$ cat config.mk
export PLATFORM = sky130hd
export DESIGN_NAME = tts_ram
export DESIGN_NICKNAME = d
export VERILOG_FILES = /design/src/hw/rtl/timer_table_scheduler_assert.svh /design/src/hw/rtl/tts_ram.sv
export SDC_FILE = /design/constraint.sdc
export NUM_CORES = 1
export LEC_CHECK = 0
export BUFFER_PORTS_ARGS = -buffer_cell sky130_fd_sc_hd__buf_2
export CORE_MARGIN = 10
export CORE_UTILIZATION = 55
export DETAILED_ROUTE_END_ITERATION = 10
export GPL_ROUTABILITY_DRIVEN = 1
export PLACE_DENSITY_LB_ADDON = 0.1
export SYNTH_ARGS = -nofsm -noshare
export SYNTH_HDL_FRONTEND = slang
export SYNTH_SLANG_ARGS = --single-unit
export TNS_END_PERCENT = 1
$ cat constraint.sdc
create_clock -name i_clk -period 3 [get_ports i_clk]
set_input_delay 0.3 -clock i_clk [delete_from_list [all_inputs] [get_ports i_clk]]
set_output_delay 0.3 -clock i_clk [all_outputs]
set_load 0.005 [all_outputs]
$ cat src/hw/rtl/timer_table_scheduler_assert.svh
// Assertion helpers shared by the timer scheduler RTL.
`ifndef TIMER_TABLE_SCHEDULER_ASSERT_SVH
`define TIMER_TABLE_SCHEDULER_ASSERT_SVH

// Same-cycle implication, checked outside reset.
`define TTS_CHECK(lbl, ante, cons, msg) \
    lbl: assert property (@(posedge i_clk) disable iff (!i_rst_n) (ante) |-> (cons)) \
        else $error(msg);

// Next-cycle implication, checked outside reset.
`define TTS_CHECK_NEXT(lbl, ante, cons, msg) \
    lbl: assert property (@(posedge i_clk) disable iff (!i_rst_n) (ante) |=> (cons)) \
        else $error(msg);

`endif

$ cat src/hw/rtl/tts_ram.sv
module tts_ram #(
    parameter int DEPTH = 16,
    parameter int WIDTH = 8,
    localparam int AW = $clog2(DEPTH)
) (
    input  logic             i_clk,
    input  logic             i_we,
    input  logic [AW-1:0]    i_waddr,
    input  logic [WIDTH-1:0] i_wdata,
    input  logic [AW-1:0]    i_raddr,
    output logic [WIDTH-1:0] o_rdata
);
    logic [WIDTH-1:0] r_mem [DEPTH];
    logic [WIDTH-1:0] r_rdata;

    always_ff @(posedge i_clk) begin
        if (i_we) begin
            r_mem[i_waddr] <= i_wdata;
        end
        r_rdata <= r_mem[i_raddr];
    end

    assign o_rdata = r_rdata;
endmodule

After elaboration in Yosys (flattened, before gate mapping)
Memory sizes are Yosys's and may differ from the RTL's. A register that Yosys moved wholly into a read port is not among the register bits.
Cells that the tools add are included.
- register bits: 0
- RAM bits: 128
- bits of input ports: 18
- output and inout port bits: 8
- word-level logic and storage cells: 3
- memories kept: 1
- mux-type cells: 2
- memory list (name ; words ; width ; rd ports ; clocked after Yosys merged registers in ; write ports ; RTL line ; RTL):
    r_mem ; 16 ; 8 ; 1 ; 1 ; 1 ; tts_ram.sv:13 ; logic [WIDTH-1:0] r_mem [DEPTH];
- operators with widths (operator ; count):
    $mux 1 ; 2

Depth between registers and ports, before layout
Gate-level depths: netlist of run 1.
- word-level depth: 2
- mapped depth: 5
- gate-level depth less buffers: 3

Least setup slack after synthesis of run 1
No wires, ideal clock.
- path kind: input to register
- start: input i_waddr[2]
- end: memory r_mem[0][0], enable pin
- setup time: 383 ps
- arrival: 1410 ps
- data required time: 2617 ps
- slack: 1207 ps
- cell stages on the path: 2
- path buffers: 0
- cell sequence: or3b_2 nor3_1
- RTL lines (what ; RTL line ; RTL):
    start, declared ; tts_ram.sv:8 ; input logic [AW-1:0] i_waddr,
    end, declared ; tts_ram.sv:13 ;
Straight into the memory's write port.

Final worst setup path of run 1
- start: input i_waddr[2]
- end: memory r_mem[2][2], enable pin
Straight into the memory's write port.

==> results of run 1 <==
==> worst max path at each step <==
stage,from,end,slack [ps],depth (start not counted)
after global routing,i_waddr[2],r_mem[3][2],1510,3
after CTS,i_waddr[2],r_mem[3][2],1580,3
after global placement,i_waddr[2],r_mem[2][7],1100,3
after detailed placement,i_waddr[2],r_mem[3][5],1040,3
final,i_waddr[2],r_mem[2][2],1540,3
after floorplan,i_waddr[2],r_mem[0][0],1210,2
==> stage by stage <==
stage	area [µm²]	hold slack (ps)
2_1_floorplan	5150	399
3_3_place_gp	5380	673
3_5_place_dp	5380	682
4_1_cts	5970	159
5_1_grt	5970	173
6_report	5970	182
==> layout make-up <==
type / count / area (µm²)
multi-input cells: 83 / 1060
flip-flops and latches: 136 / 4000
repair buffers: 30 / 175
clock buffers: 23 / 447
diodes: 1 / 2.50
clock inverters: 9 / 148
fillers: 632 / 3220
well taps: 111 / 139
==> state kept, by name (all words and copies together), names as in the netlist <==
name and cells:
o_rdata 8, r_mem 128
==> cells by family (layout without fill, tap and decap cells) <==
kind of cell	count (synthesis)	after routing	synth area share
other	0	1	0
buffers and inverters	10	62	0.0168
muxes	32	32	0.150
DFF	136	136	0.778
and+or+nand+nor	35	35	0.0318
AOI/OAI and AO/OA	16	16	0.0233
==> critical path, stage by stage <==
cell and delay (ps):
buf_2 110, or3b_2 510, nor2_1 650
==> cell usage after synthesis <==
master and instances:
nand2b_1 2, dfxtp_1 8, buf_6 3, nor2_1 13, nor3_1 4, or3b_2 1
a22oi_1 16, clkdlybuf4s25_2 3, buf_4 1, nand3b_1 2, and2_1 1, nand2_1 9
buf_2 3, mux4_1 14, edfxtp_1 128, and2b_1 1, nand3_1 1, mux4_2 18
nor2b_1 1
==> metal layers <==
metal	vias to the layer above	wire length, µm	track usage
li1	1051	-	-
met3	7	579	0.0524
met4	0	70	0.0445
met1	1235	4460	0.214
met2	68	4430	0.226
met5	-	0	0
==> power by group through the flow <==
stage	sequential (mW)	combinational, mW	clock, mW
5_1_grt	2.14	0.206	2.19
2_1_floorplan	2.17	0.108	0
3_3_place_gp	2.17	0.189	0
3_5_place_dp	2.18	0.191	0
4_1_cts	2.14	0.191	2.10
6_report	2.14	0.187	2.07
==> metrics.txt, run 1 <==
die width 117 µm; first-iteration detailed-routing DRC count 151; total CTS buffers 17; Final ANT Viol Nets 0; Layout area overhead 16.0%; Max-Cap Viols 0; Final #Nets 286; Synth Register Bits around 140; post-CTS setup buffer count 0; Setup Viol. Count Final 0; Mapped Area 0.00515 mm²; synth warn 0; Logic pwr share 0.043; outcome finished, final reports clean; fin cells 393; Post-Syn Nets 247; CP Data Required Time 3130 ps; routability cong. 0.741; share of the synthesized area in the top cell type 0.747; Hold Path Class in -> reg; Cells after DPL 360; # port buffers 25; Reg power frac 0.487; most common cell after layout, fill and taps aside edfxtp_1; Root Driver clkbuf_8; gr usage total 0.154; Worst Max-Slew Pin Slew approximately 1100 ps; Die H 117 µm; Hold Startpoint i_wdata[2]; most frequent cells in the layout edfxtp_1, buf_2, mux4_2; Max VDD drop 0.367 mV; Final HPWL DP 5990 µm; Vias per Instance 6.01; post-synthesis cell type count 19; sequential element share of the synthesized area 0.778; H-tree depth 4; cell-internal power 3.57 mW; Starting Density 0.560; Hold Path End r_mem[5][2]; clock power share 0.471; CTS Sinks approximately 140; hold-fix buffer count after cts 0; Max Slew Vio Count 0; vias in the first global route 2538; cts repair resizes 0; DIE AREA 0.0136 mm²; largest net degree at the start of global routing 33; layout cells sized above 1 0.267; Hold Path Depth 1; first-pass GRT wire length 15000 µm; NetSw 0.822 mW; cell count after synthesis 229; RSZ-0062 raised after global routing false; WS Path Type in -> reg; pwr dens 735 mW/mm²; syn avg cell area 22.5 µm²; Final Hold Viols 0; Post-Route WL between 9000 and 10000 µm; worst r2r dst o_rdata[4]; core region area about 0.009 mm²; flop2flop setup slack roughly 1700 ps; Final Util 0.649; io pins 26; clk slew on worst S/H paths 60 ps; Crit Path Max Fanout 8; Clk Latency, worst-skew pair 510 ps; number of detailed-route iterations in the first pass 4; Power, Total 4.39 mW; Synth area leaders edfxtp_1, mux4_2, mux4_1; Leakage 2.02 nW; Tmin final approximately 1500 ps; post-synth top area cell edfxtp_1; max frequency a little under 0.7 GHz; post-route DRC violation count 0; drt wl/cell 24.3 µm; Congestion Overflow GR 0; Rows 35; critical path arrival roughly 1600 ps; setup ws final 1540 ps; CTS tree done; crit share post-route 0.485; Startpoint Class input port; Clock Skew just over 10 ps; routed via count around 2400; Critical Path End Type flop; Reg2Reg Depth 3; worst reg2reg startpoint r_mem[10][4]; switch share 0.187; Post-Route Setup TNS 0 ps; initial antenna violation count 1; pre-CTS setup slack between 1000 and 1500 ps; CTS Buffer Depth 2; Slew Limit Headroom 0.293
No activity file was read; power rests on OpenSTA's default activity.
==> run 2, diff against run 1 <==
- clock period: 3 -> 1.5 ns (I/O delays scaled with it)
==> run 2 against run 1 <==
Net effect:
- die area stayed put
- sequential power rose by 100%
- non-clock buffer count up 25
- register-to-register slack got worse by 1500 ps
- utilization rose by 2.7 points
- global-route usage increased by 1.1 points
- hold slack lost 160 ps
- critical path type is now reg -> reg
- cell count up 6.1%
- power grew 110%
- worst setup slack worse by 1400 ps
==> metrics.txt, run 2 (synthesized netlist as in run 1, its figures left out) <==
Worst Max-Slew Pin Slew 661 ps; Die H 117 µm; Largest register FFs roughly 130; post-route DRC violation count 0; CTS Buffer Depth 2; # port buffers 25; crit-path max cell delay 500 ps; CP Data Required Time 1900 ps; core region area 0.00920 mm²; CP bufs+invs 0; Rows 35; Tmin final approximately 1400 ps; cell depth of the worst setup path 3; H-tree depth 4; routed via count 2508; io pins 26; Max-Cap Viols 0; largest net degree at the start of global routing 23; clk slew on worst S/H paths 60 ps; Reg2Reg Depth 3; Final #Nets 311; DIE AREA roughly 0.014 mm²; CTS tree done; Slew Limit Headroom 0.558; Starting Density 0.560; Startpoint Class flop; max frequency 0.738 GHz; Max Slew Vio Count 0; CTS Sinks between 100 and 150; gr usage total 0.165; initial antenna violation count 0; Final Hold Viols 0; WS Path Type reg -> reg; most frequent cells in the layout edfxtp_1, buf_4, buf_2; cts repair resizes 0; pwr dens 1450 mW/mm²; Leakage about 2.2 nW; first-iteration detailed-routing DRC count 173; Max VDD drop 0.845 mV; vias in the first global route between 2000 and 3000; Crit Path Max Fanout 1; flop2flop setup slack 150 ps; worst r2r dst o_rdata[2]; crit share post-route 0.903; # diodes 0; pre-CTS setup slack -49.3 ps; number of detailed-route iterations in the first pass 4; Final Util 0.676; Largest Register r_mem; most common cell after layout, fill and taps aside edfxtp_1; Clk Latency, worst-skew pair 520 ps; Worst path top cell family by delay multiplexers; Clock Skew between 7 and 8 ps; fin cells 417; critical path cell sequence mux4_1 > a22oi_1 > nand2_1; Setup Viol. Count Final 0; Vias per Instance 6.01; Final ANT Viol Nets 0; Cells after DPL 384; Hold Path Depth 1; Congestion Overflow GR 0; first-pass GRT wire length 15700 µm; outcome finished, final reports clean; die width 117 µm; Critical Path End Type flop; Layout area overhead 20.8%; critical path arrival 1750 ps; Hold Startpoint i_wdata[0]; Hold Path End r_mem[7][0]; Max stage delay cell, worst path mux4_1; routability cong. about 0.73; drt wl/cell about 25 µm; setup ws final about 150 ps; layout cells sized above 1 0.346; Final HPWL DP 6590 µm; worst reg2reg startpoint r_mem[8][2]; total CTS buffers 17; RSZ-0062 raised after global routing false; Post-Route WL 10200 µm; Root Driver clkbuf_8; Hold Path Class in -> reg
## run 2: cell count changes in the layout (fill, tap and decap cells not counted), sizes merged
cell         delta
clkinv          -1
inv             +3
buf            +24
diode           -1
dlygate4sd3     +1
clkinvlp        +2
clkbuf          -4
## run 2: worst max path at each step
stage,start,end,slack (ps)
3_5_place_dp,i_raddr[0],o_rdata[2],-50
5_1_grt,r_mem[8][2],o_rdata[2],80
3_3_place_gp,i_raddr[0],o_rdata[2],-40
2_1_floorplan,i_waddr[2],r_mem[3][0],80
6_report,r_mem[8][2],o_rdata[2],150
4_1_cts,r_mem[8][2],o_rdata[2],120
## run 2: where the power goes
part / switching (mW) / total (mW) / internal (mW)
clock network: 1.53 / 4.33 / 2.81
logic: 0.226 / 0.412 / 0.186
registers: 0.0243 / 4.27 / 4.25
## run 2: metal layers
layer,vias up,routed length [µm],global-route usage
met5,-,0,0
met1,1295,4490,0.217
li1,1110,-,-
met4,0,177,0.0807
met3,20,630,0.0447
met2,83,4930,0.249
## run 2: per-stage QoR
stage | TNS, ps | total power [mW] | hold WS [ps] | instance area [µm²]
6_report | 0 | 9.02 | 17.5 | 6220
5_1_grt | 0 | 9.31 | 16.7 | 6220
4_1_cts | 0 | 9.10 | 2.99 | 6220
3_5_place_dp | -135 | 4.77 | 543 | 5570
3_3_place_gp | -85.8 | 4.75 | 525 | 5570
2_1_floorplan | 0 | 4.56 | 249 | 5150
## run 2: repair_timing
item,in CTS,in global routing
hold buffers,1,0
setup buffers,0,0
hold endpoints to repair,16,0
endpoints found under the setup margin,0,0
## run 2: layout make-up
class,count,area [µm²]
sequential,136,4000
clock inverter,13,193
timing repair buffer,55,378
multi-input combinational,83,1060
clock buffer,19,442
fill,614,2980
tap,111,139
==> run 3, diff against run 2 <==
- ABC_AREA: default -> 1
- CORE_UTILIZATION: 55 -> 60
==> run 3 against run 2 <==
Net effect:
- hold slack worse by 6.4 ps
- worst setup slack better by 180 ps
- sequential share of layout area down 4.9 points
- routed wire length is 25% higher
==> metrics.txt, run 3 <==
outcome finished, final reports clean; Final Util 0.725; initial antenna violation count 0; # diodes 0; Max-Cap Viols 0; Max VDD drop 0.815 mV; crit-path max cell delay 370 ps; vias in the first global route 3953; Post-Syn Nets about 570; CP bufs+invs 1; Clk Latency, worst-skew pair between 500 and 600 ps; Setup Viol. Count Final 0; io pins 26; WS Path Type reg -> out; most frequent cell after synthesis nand2_1; Synth Area in Adders 0; synth cell count leaders nand2_1, edfxtp_1, inv_1; fin cells 742; post-synth top area cell edfxtp_1; Final #Nets 619; Hold Worst Slack 11.0 ps; Max stage delay cell, worst path dfxtp_1; sequential element share of the synthesized area 0.694; total CTS buffers 17; Largest register FFs 128; Root Driver clkbuf_8; clk slew on worst S/H paths 60 ps; CTS tree done; Hold Path Depth 3; Worst path top cell family by delay flip-flops; hold-fix buffer count after cts 0; crit share post-route 0.784; Critical Path End Type output pin; post-synthesis cell type count 12; Layout area overhead 16.7%; first-pass GRT wire length 20600 µm; pwr dens 1330 mW/mm²; routed via count 3880; Synth Register Bits approximately 140; CTS Buffer Depth 2; Rows 35; post-route DRC violation count 0; cell count after synthesis between 500 and 600; Largest Register r_mem; Vias per Instance about 5.2; Power, Total 8.97 mW; Final HPWL DP 7790 µm; layout cells sized above 1 0.139; DIE AREA 0.0139 mm²; Clock Skew around 8.6 ps; Hold Startpoint i_raddr[3]; Leakage just under 3 nW; Post-synth EDFFs between 100 and 150; share of the synthesized area in the top cell type 0.667; Crit Path Max Fanout 1; # port buffers 25; post-CTS setup buffer count 0; Slew Limit Headroom 0.761; RSZ-0062 raised after global routing false; CTS Sinks 136; Synth area leaders edfxtp_1, nand2_1, nand3_1; ys flop type edfxtp_1; mux cell area share after synthesis 0; synth warn 0; Post-Route Setup TNS 0 ps; Max Slew Vio Count 0; core region area 0.00928 mm²; simple-gate area share of the yosys netlist 0.210; largest family of logic cells by synthesized area simple AND/OR/NAND/NOR gates; cts repair resizes 0; CP Data Required Time 1350 ps; max frequency 0.850 GHz; H-tree depth 4; Die H 118 µm; Hold Path Class in -> reg; routability cong. roughly 0.86; worst r2r dst o_rdata[4]; Compound-Gate Fraction of Synth Area 0; Tmin final 1180 ps; Congestion Overflow GR 0; die width 118 µm; number of detailed-route iterations in the first pass 5; worst reg2reg startpoint r_mem[5][4]; largest net degree at the start of global routing 38; Final Hold Viols 0; asr flop ratio synth 0; Worst Max-Slew Pin Slew 359 ps; most frequent cells in the layout nand2_1, edfxtp_1, inv_1; Post-Route WL between 10000 and 15000 µm; most common cell after layout, fill and taps aside nand2_1; critical path cell sequence buf_2; Cells after DPL between 700 and 800; Final ANT Viol Nets 0; syn avg cell area about 10 µm²; Startpoint Class flop; xor/xnor share of the synthesized area 0; Mapped Area 0.00577 mm²; Hold Path End o_rdata[4]; drt wl/cell about 17 µm; flop2flop setup slack around 450 ps; first-iteration detailed-routing DRC count 361; Starting Density 0.621; Reg2Reg Depth 6; critical path arrival roughly 1000 ps; gr usage total 0.188
## run 3: changes by cell type after synthesis, sizes merged, moves of 3 or more
cell           delta
nand3            +96
mux4             -32
a22oi            -16
clkdlybuf4s25     -3
nor2              +4
inv             +102
nand2           +164
buf              +17
nor3              -4
## run 3: how the worst max path moves through the flow
stage,endpoint,cells after the start,from
after floorplan,r_mem[10][0],2,i_waddr[2]
after global placement,o_rdata[4],8,i_raddr[0]
after detailed placement,o_rdata[4],8,i_raddr[0]
after CTS,o_rdata[2],1,o_rdata[2]
after global routing,o_rdata[2],1,o_rdata[2]
final,o_rdata[2],1,o_rdata[2]
## run 3: worst min-delay path, cell delays in order
cell and delay (ps):
buf_2 180, nand3_1 110, nand2_1 40
## run 3: per-stage QoR
step | cell area, µm² | setup WS (ps)
after floorplan | 5770 | 399
after global placement | 6140 | 277
after detailed placement | 6140 | 265
after CTS | 6730 | 323
after global routing | 6730 | 309
final | 6730 | 324
## run 3: logic make-up after synthesis
family        after synthesis
flops                     136
simple gates              289
buf+inv                   126
## run 3: cell type report
cell class | count | area (µm²)
Multi-Input combinational cell | 289 | 1210
Sequential cell | 136 | 4000
Inverter | 102 | 383
Timing Repair Buffer | 55 | 375
Clock inverter | 13 | 178
Tap cell | 129 | 161
Fill cell | 678 | 2550
Clock buffer | 18 | 418
## run 3: layer usage
layer	track usage	part of all wire	up-vias
met3	0.0384	0.065	23
met5	0	0	-
met1	0.244	0.42	1805
met2	0.303	0.49	177
met4	0.0703	0.019	0
li1	-	-	1875
## run 3: report_power, final
group          switching, mW  internal [mW]  total [mW]
sequential            0.0277           4.25        4.28
combinational          0.355          0.165       0.520
clock                   1.49           2.68        4.17
total                   1.88           7.09        8.97
